<file path="config.mk">
export PLATFORM = sky130hd
export DESIGN_NAME = tcp_flow_completion_time_estimator_core
export DESIGN_NICKNAME = d
export VERILOG_FILES = /design/src/tfce_pkg.sv /design/src/tcp_flow_completion_time_estimator_core.sv
export SDC_FILE = /design/constraint.sdc
export NUM_CORES = 2
export LEC_CHECK = 0
export BUFFER_PORTS_ARGS = -buffer_cell sky130_fd_sc_hd__buf_2
export CAP_MARGIN = 20
export CORE_ASPECT_RATIO = 1.25
export CORE_MARGIN = 3
export CORE_UTILIZATION = 30
export DETAILED_ROUTE_END_ITERATION = 6
export PLACE_DENSITY = 0.48
export SLEW_MARGIN = 15
export SYNTH_ARGS = -nofsm -noshare
export SYNTH_HDL_FRONTEND = slang
export SYNTH_SLANG_ARGS = --single-unit
</file>
<file path="constraint.sdc">
create_clock -name clk -period 10 [get_ports clk]
set_input_delay 1 -clock clk [delete_from_list [all_inputs] [get_ports clk]]
set_output_delay 1 -clock clk [all_outputs]
set_load 0.01 [all_outputs]
</file>
<file path="src/tfce_pkg.sv">
// Package for the flow completion time estimator.
// Holds the sequencer state and log-mode types and the field widths.
// No dependencies.
package tfce_pkg;

  localparam logic [30:0] INF_SSTHRESH = 31'h7FFF_FFFF;
  localparam logic [9:0]  ROUNDS_MAX   = 10'h3FF;
  localparam logic [33:0] TIME_MAX     = 34'h3_FFFF_FFFF;
  localparam int          DIV_BITS     = 17;

  typedef enum logic [4:0] {
    S_IDLE,
    S_FREE,
    S_FIT,
    S_CLASS,
    S_SHIFT,
    S_SPLIT,
    S_POW,
    S_NP,
    S_NPE0,
    S_NPE,
    S_DRAIN,
    S_DIV,
    S_CEIL,
    S_BITLEN,
    S_LOG,
    S_MUL,
    S_ADD
  } state_t;

  // What the divide / bit-length pass feeds:
  // LOG_CEIL  -> rounds = floor(log2(ceil(q/w)))
  // LOG_FLOOR -> rounds-to-go = bitlen(q/w) plus one, minus one when exact
  typedef enum logic {
    LOG_CEIL,
    LOG_FLOOR
  } log_mode_t;

endpackage

</file>
<file path="src/tcp_flow_completion_time_estimator_core.sv">
// Flow completion time estimator, top level.
// Depends on tfce_pkg (types, widths, threshold constant).
//
//  channel  | ports                                                  | beat
//  ---------+--------------------------------------------------------+-------------------
//  command  | start, busy, unsent_packets, packets_in_flight,        | start & !busy
//           | congestion_window, slow_start_threshold,               |
//           | round_trip_time                                        |
//  result   | done, rounds, completion_time                          | done (one cycle)
//
// Paths: when the queue fits the free window, busy covers S_FREE, S_FIT, S_MUL and S_ADD.
// The log path adds the threshold shift search (S_SHIFT), the bit-serial divide (S_DIV) and
// the bit-length count (S_BITLEN). Congestion avoidance steps through the linear rounds in
// S_DRAIN. All work runs one datapath step per cycle, mostly subtracts, compares and shifts,
// with one multiply and one add at the end.
// busy rises in the cycle after the beat and falls in the cycle the result strobe rises.
// Reset (rst, synchronous) returns the sequencer to idle and drops done.
// The receiver cannot stall: done is high for exactly one cycle per command.
module tcp_flow_completion_time_estimator_core
  import tfce_pkg::*;
(
  input  logic        clk,
  input  logic        rst,
  input  logic        start,
  output logic        busy,
  input  logic [15:0] unsent_packets,
  input  logic [15:0] packets_in_flight,
  input  logic [15:0] congestion_window,
  input  logic [30:0] slow_start_threshold,
  input  logic [23:0] round_trip_time,
  output logic        done,
  output logic [9:0]  rounds,
  output logic [33:0] completion_time
);

  state_t      state, state_next;
  log_mode_t   mode;

  logic [16:0] q;     // packets still to send
  logic [31:0] w;     // working window
  logic [30:0] thr;
  logic [23:0] rtt;
  logic [31:0] m;     // window shifted toward the threshold
  logic [4:0]  j;     // shift count
  logic [31:0] acc;   // scratch: free window, ss, low, e, log operand
  logic [9:0]  n;     // rtt multiples in the time
  logic [9:0]  r;     // reported rounds
  logic [16:0] quo;
  logic [16:0] rem;
  logic [4:0]  cnt;
  logic [4:0]  bl;
  logic [33:0] prod;

  // shared compare / subtract terms
  logic        q_le_acc, q_eq_acc, q_le_w, m_lt_thr, m_eq_thr, w_le_thr;
  logic [31:0] q_minus_acc;
  logic [17:0] rem_sh;
  logic        div_bit;
  logic [34:0] sum;

  assign q_le_acc    = {15'd0, q} <= acc;
  assign q_eq_acc    = {15'd0, q} == acc;
  assign q_le_w      = {15'd0, q} <= w;
  assign m_lt_thr    = m < {1'b0, thr};
  assign m_eq_thr    = m == {1'b0, thr};
  assign w_le_thr    = w <= {1'b0, thr};
  assign q_minus_acc = {15'd0, q} - acc;
  assign rem_sh      = {rem, quo[16]};
  assign div_bit     = rem_sh >= {1'b0, w[16:0]};
  assign sum         = {1'b0, prod} + {12'd0, rtt[23:1]};

  assign busy = state != S_IDLE;

  always_ff @(posedge clk) begin
    if (rst) begin
      state <= S_IDLE;
    end else begin
      state <= state_next;
    end
  end

  always_comb begin
    state_next = state;
    case (state)
      S_IDLE:   if (start) state_next = S_FREE;
      S_FREE:   state_next = S_FIT;
      S_FIT:    state_next = q_le_acc ? S_MUL : S_CLASS;
      S_CLASS: begin
        if (thr == INF_SSTHRESH) state_next = q_le_w ? S_MUL : S_DIV;
        else if (!w_le_thr)      state_next = S_DRAIN;
        else                     state_next = S_SHIFT;
      end
      S_SHIFT:  if (!m_lt_thr) state_next = S_SPLIT;
      S_SPLIT: begin
        if (m_eq_thr)    state_next = S_POW;
        else if (q_le_w) state_next = S_MUL;
        else             state_next = S_NP;
      end
      S_POW: begin
        if (!q_le_acc)   state_next = S_DRAIN;
        else if (q_le_w) state_next = S_MUL;
        else             state_next = S_DIV;
      end
      S_NP: begin
        if (q_eq_acc)      state_next = S_MUL;
        else if (q_le_acc) state_next = S_DIV;
        else               state_next = S_NPE0;
      end
      S_NPE0:   state_next = S_NPE;
      S_NPE:    state_next = q_le_acc ? S_MUL : S_DRAIN;
      S_DRAIN:  if (q == '0) state_next = S_MUL;
      S_DIV:    if (cnt == 5'(DIV_BITS - 1)) state_next = S_CEIL;
      S_CEIL:   state_next = S_BITLEN;
      S_BITLEN: if (acc == '0) state_next = S_LOG;
      S_LOG:    state_next = S_MUL;
      S_MUL:    state_next = S_ADD;
      S_ADD:    state_next = S_IDLE;
      default:  state_next = S_IDLE;
    endcase
  end

  always_ff @(posedge clk) begin
    if (rst) begin
      done <= 1'b0;
    end else begin
      done <= state == S_ADD;
    end
  end

  // datapath, one step per state
  always_ff @(posedge clk) begin
    case (state)
      S_IDLE: begin
        if (start) begin
          q   <= {1'b0, unsent_packets} + 17'd1;
          w   <= (congestion_window == '0) ? 32'd1 : {16'd0, congestion_window};
          acc <= {16'd0, packets_in_flight};
          thr <= slow_start_threshold;
          rtt <= round_trip_time;
          n   <= '0;
          r   <= '0;
        end
      end
      S_FREE: acc <= (w > acc) ? w - acc : '0;
      S_FIT: begin
        if (!q_le_acc) begin
          q <= q_minus_acc[16:0];
          w <= w_le_thr ? {w[30:0], 1'b0} : w + 32'd1;
        end
      end
      S_CLASS: begin
        // infinite threshold: doubling all the way
        if (thr == INF_SSTHRESH) begin
          if (q_le_w) n <= 10'd1;
          mode <= LOG_CEIL;
          rem  <= '0;
          quo  <= q;
          cnt  <= '0;
        end
        m <= w;
        j <= '0;
      end
      S_SHIFT: begin
        if (m_lt_thr) begin
          m <= {m[30:0], 1'b0};
          j <= j + 5'd1;
        end
      end
      S_SPLIT: begin
        if (m_eq_thr) acc <= {thr, 1'b0} - w;   // slow-start capacity
        else begin
          if (q_le_w) n <= 10'd1;
          acc <= m - w;                          // low bound of the last doubling
        end
      end
      S_POW: begin
        if (!q_le_acc) begin
          q <= q_minus_acc[16:0];
          w <= {1'b0, thr} + 32'd1;
          n <= {5'd0, j} + 10'd1;
          r <= {5'd0, j} + 10'd1;
        end else if (q_le_w) begin
          n <= 10'd1;
        end else begin
          mode <= LOG_CEIL;
          rem  <= '0;
          quo  <= q;
          cnt  <= '0;
        end
      end
      S_NP: begin
        if (q_eq_acc) begin
          n <= {5'd0, j};
        end else if (q_le_acc) begin
          mode <= LOG_FLOOR;
          rem  <= '0;
          quo  <= q;
          cnt  <= '0;
        end else begin
          q <= q_minus_acc[16:0];
        end
      end
      S_NPE0: acc <= {thr, 1'b0} - m;            // room between last doubling and threshold
      S_NPE: begin
        if (q_le_acc) begin
          n <= {5'd0, j} + 10'd1;
        end else begin
          q <= q_minus_acc[16:0];
          w <= {1'b0, thr} + 32'd1;
          n <= {5'd0, j};
        end
      end
      S_DRAIN: begin
        if (q != '0) begin
          q <= ({15'd0, q} > w) ? q - w[16:0] : '0;
          w <= w + 32'd1;
          if (n != ROUNDS_MAX) n <= n + 10'd1;
          if (r != ROUNDS_MAX) r <= r + 10'd1;
        end
      end
      S_DIV: begin
        quo <= {quo[15:0], div_bit};
        rem <= div_bit ? 17'(rem_sh - {1'b0, w[16:0]}) : rem_sh[16:0];
        cnt <= cnt + 5'd1;
      end
      S_CEIL: begin
        if (mode == LOG_CEIL) acc <= {15'd0, quo} + {31'd0, rem != '0};
        else                  acc <= {15'd0, quo};
        bl <= '0;
      end
      S_BITLEN: begin
        if (acc != '0) begin
          acc <= {1'b0, acc[31:1]};
          bl  <= bl + 5'd1;
        end
      end
      S_LOG: begin
        if (mode == LOG_CEIL) begin
          r <= {5'd0, bl} - 10'd1;
          n <= {5'd0, bl};
        end else begin
          r <= '0;
          n <= {5'd0, bl} + 10'd1 - {9'd0, rem == '0};
        end
      end
      S_MUL: prod <= {10'd0, rtt} * {24'd0, n};
      S_ADD: begin
        completion_time <= sum[34] ? TIME_MAX : sum[33:0];
        rounds          <= r;
      end
      default: ;
    endcase
  end

endmodule

</file>
==> flow_metrics.tcl <==
set metrics [dict create \
    status "complete, no violations" \
    arrival_ns 7.39 \
    drv_slew 0 \
    synth_ff_type "edfxtp_1" \
    grt_pass1_wl_um 165000 \
    hold_class "input pin to flip-flop" \
    num_rows 136 \
    regToRegStartpoint "n[3]" \
    design_area_um2 37200 \
    synth_compound_area_share_pct 17.1 \
    cts_hold_buf 0 \
    ys_async_sr_fraction_pct 0 \
    hpwl_um 85500 \
    track_usage_pct 18.4 \
    drt-wirelength-per-cell_um 20.7 \
    synth.distinct_cells 87 \
    utilization_pct 33.8 \
    numCtsBuffers 45 \
    syn_area_um2 33300 \
    synth.mux.area_fraction_pct 1.68 \
    start_kind "flip-flop" \
    grt_max_degree 63 \
    finalSetupViolations 0 \
    clock_path_buffers 3 \
    first_global_vias 27800 \
    ant_nets 0 \
    hold_end "thr[4]" \
    reg2regPathDepth 21 \
    clock_sinks 322 \
    grt_setup_unrepaired "false" \
    synth_common_cells "nand2_1 (354), inv_1 (348), ha_1 (321), edfxtp_1 (316), o21ai_0 (213)" \
    die-width_um 304 \
    die_h_um 378 \
    synth_seq_cells 322 \
    wirelength_um 108000 \
    relSlewSlack_pct 27.2 \
    synthTopCellsByArea "edfxtp_1 (29%), ha_1 (12%), fa_1 (11%), xnor2_1 (5.2%), nand2_1 (4.0%)" \
    antenna_found_initial 1 \
    port_buffers 151 \
    hold_depth 1 \
    rr_endpoint "prod[32]" \
    io_pins 152 \
    worst_pin_slew_ns 1.09 \
    required_ns 10.36 \
    via_count 27300 \
    finClkSkew_ns 0.0433 \
    clk_pin_slew_ns 0.06 \
    overflow 0 \
    synth-xor-area-share_pct 7.16 \
    drive_above_1_share_pct 8.80 \
    clk_latency_ns 0.64 \
    setup_tns_ns 0 \
    syn_area_per_cell_um2 9.21 \
    synth_top_family_by_area "adder cells" \
    gp_congestion 0.904 \
    firstDrtPassIters 5 \
    die-area_um2 115000 \
    syn2layout_area_growth_pct 11.8 \
    nets 4323 \
    drt_iter0_drc 1687 \
    core_um2 110000 \
    cts_tree "done" \
    start_util_pct 30.2 \
    max_freq_mhz 142 \
    cts_htree_levels 2 \
    cts-root-buf "clkbuf_16" \
    hp-start "slow_start_threshold[4]" \
    yosys.area_share.simple_pct 16.7 \
    hold_viol_final 0 \
    synth_top_area_share_pct 28.5 \
    drc 0 \
    r2r_slack_ns 2.97 \
    postCtsResizedCells 0 \
    period_minus_slack_ns 7.03 \
    syn_nets 4221 \
    cp_max_fo 31 \
    synthAdderAreaFrac_pct 23.0 \
    postCtsSetupRepairBufs 0 \
    fin_crit_sh_pct 70.3 \
    place_area_um2 35700 \
    syn_inst 3613 \
    yosysMostFrequentCell "nand2_1" \
    yosys.area.top_type "edfxtp_1" \
    ys_seq_area_share_pct 28.9 \
    maxCapViolCount 0 \
    ys_warn_count 0 \
    end_kind "flip-flop" \
    vias_per_cell 5.25 \
    synth_edf_count 316 \
    worstSetupPathType "flip-flop to flip-flop" \
]
[worst max-delay path by stage]
stage	startpoint	to	cells after the start
after global routing	n[3]	prod[33]	21
after CTS	n[3]	prod[32]	21
final	n[3]	prod[32]	21
after detailed placement	n[3]	prod[32]	21
after global placement	n[3]	prod[32]	21
after floorplan	q[0]	cnt[0]	15
[placed cells by master (no fill, tap or decap), types with 31 or more instances in the layout]
cell and n:
nor2_1 204, a22oi_1 31, a21o_1 117, edfxtp_1 316, and2_1 153, xor2_1 74, ha_1 321, clkbuf_16 46
nor3_1 49, nand2_1 353, a21oi_1 177, nand3_1 84, buf_2 151, fa_1 181, buf_4 36, nand4_1 62
nor2b_1 32, nand2b_1 46, xnor2_1 198, inv_1 348, o21ai_0 212
[layout make-up]
| cell class | count | area, µm² |
|---|---|---|
| sequential | 322 | 9610 |
| fill | 11400 | 72900 |
| clock buffer | 51 | 1170 |
| inverter | 348 | 1310 |
| antenna | 1 | 2.50 |
| clock inverter | 31 | 340 |
| tap | 1449 | 1810 |
| timing repair buffer | 188 | 1050 |
| multi-input combinational | 2810 | 21900 |
[worst max-delay path, cell delays in order, from the launching register on]
cell,delay [ns]
edfxtp_1,1.04
nand2_1,0.19
fa_1,0.57
inv_1,0.05
fa_1,0.52
fa_1,0.44
fa_1,0.54
inv_1,0.05
fa_1,0.52
inv_1,0.04
ha_1,0.36
a21o_1,0.18
a21o_1,0.17
a221o_1,0.33
a31o_2,0.24
o21bai_1,0.38
a31oi_1,0.25
a211o_1,0.31
a21oi_1,0.23
o21bai_1,0.09
a21oi_1,0.18
xnor2_1,0.08
[layer usage]
metal	up-vias	global-route usage, %	wire length [µm]
li1	13100	-	-
met1	13400	22.7	46200
met2	601	33.5	54200
met3	148	1.83	3930
met4	0	6.20	3410
met5	-	0	0
[cells by family (layout without fill, tap and decap cells)]
logic type | count (synthesis) | after routing
AOI/OAI and AO/OA | 857 | 857
muxes | 53 | 53
buffers and inverters | 481 | 618
and+or+nand+nor | 1126 | 1126
DFF | 322 | 322
other | 0 | 1
xor gates and xnor gates | 272 | 272
adders and majority gates | 502 | 502
[sequential cells by signal, indices dropped and copies added, names as in the netlist, 24 cells and up]
signal           cells
w                   32
m                   32
thr                 31
completion_time     34
prod                34
acc                 32
rtt                 24
[stage by stage]
| stage | setup slack, ns | cells | hold slack (ns) |
|---|---|---|---|
| after CTS | 2.88 | 5198 | 0.487 |
| after detailed placement | 2.90 | 5116 | 0.516 |
| final | 2.97 | 5200 | 0.532 |
| after global routing | 2.54 | 5199 | 0.512 |
| after global placement | 2.93 | 5116 | 0.504 |
| after floorplan | 2.62 | 3613 | 0.451 |
Power is left out: the tool's default activity adds up to more than one toggle a clock period on the data nets, which glitch-free logic cannot reach.
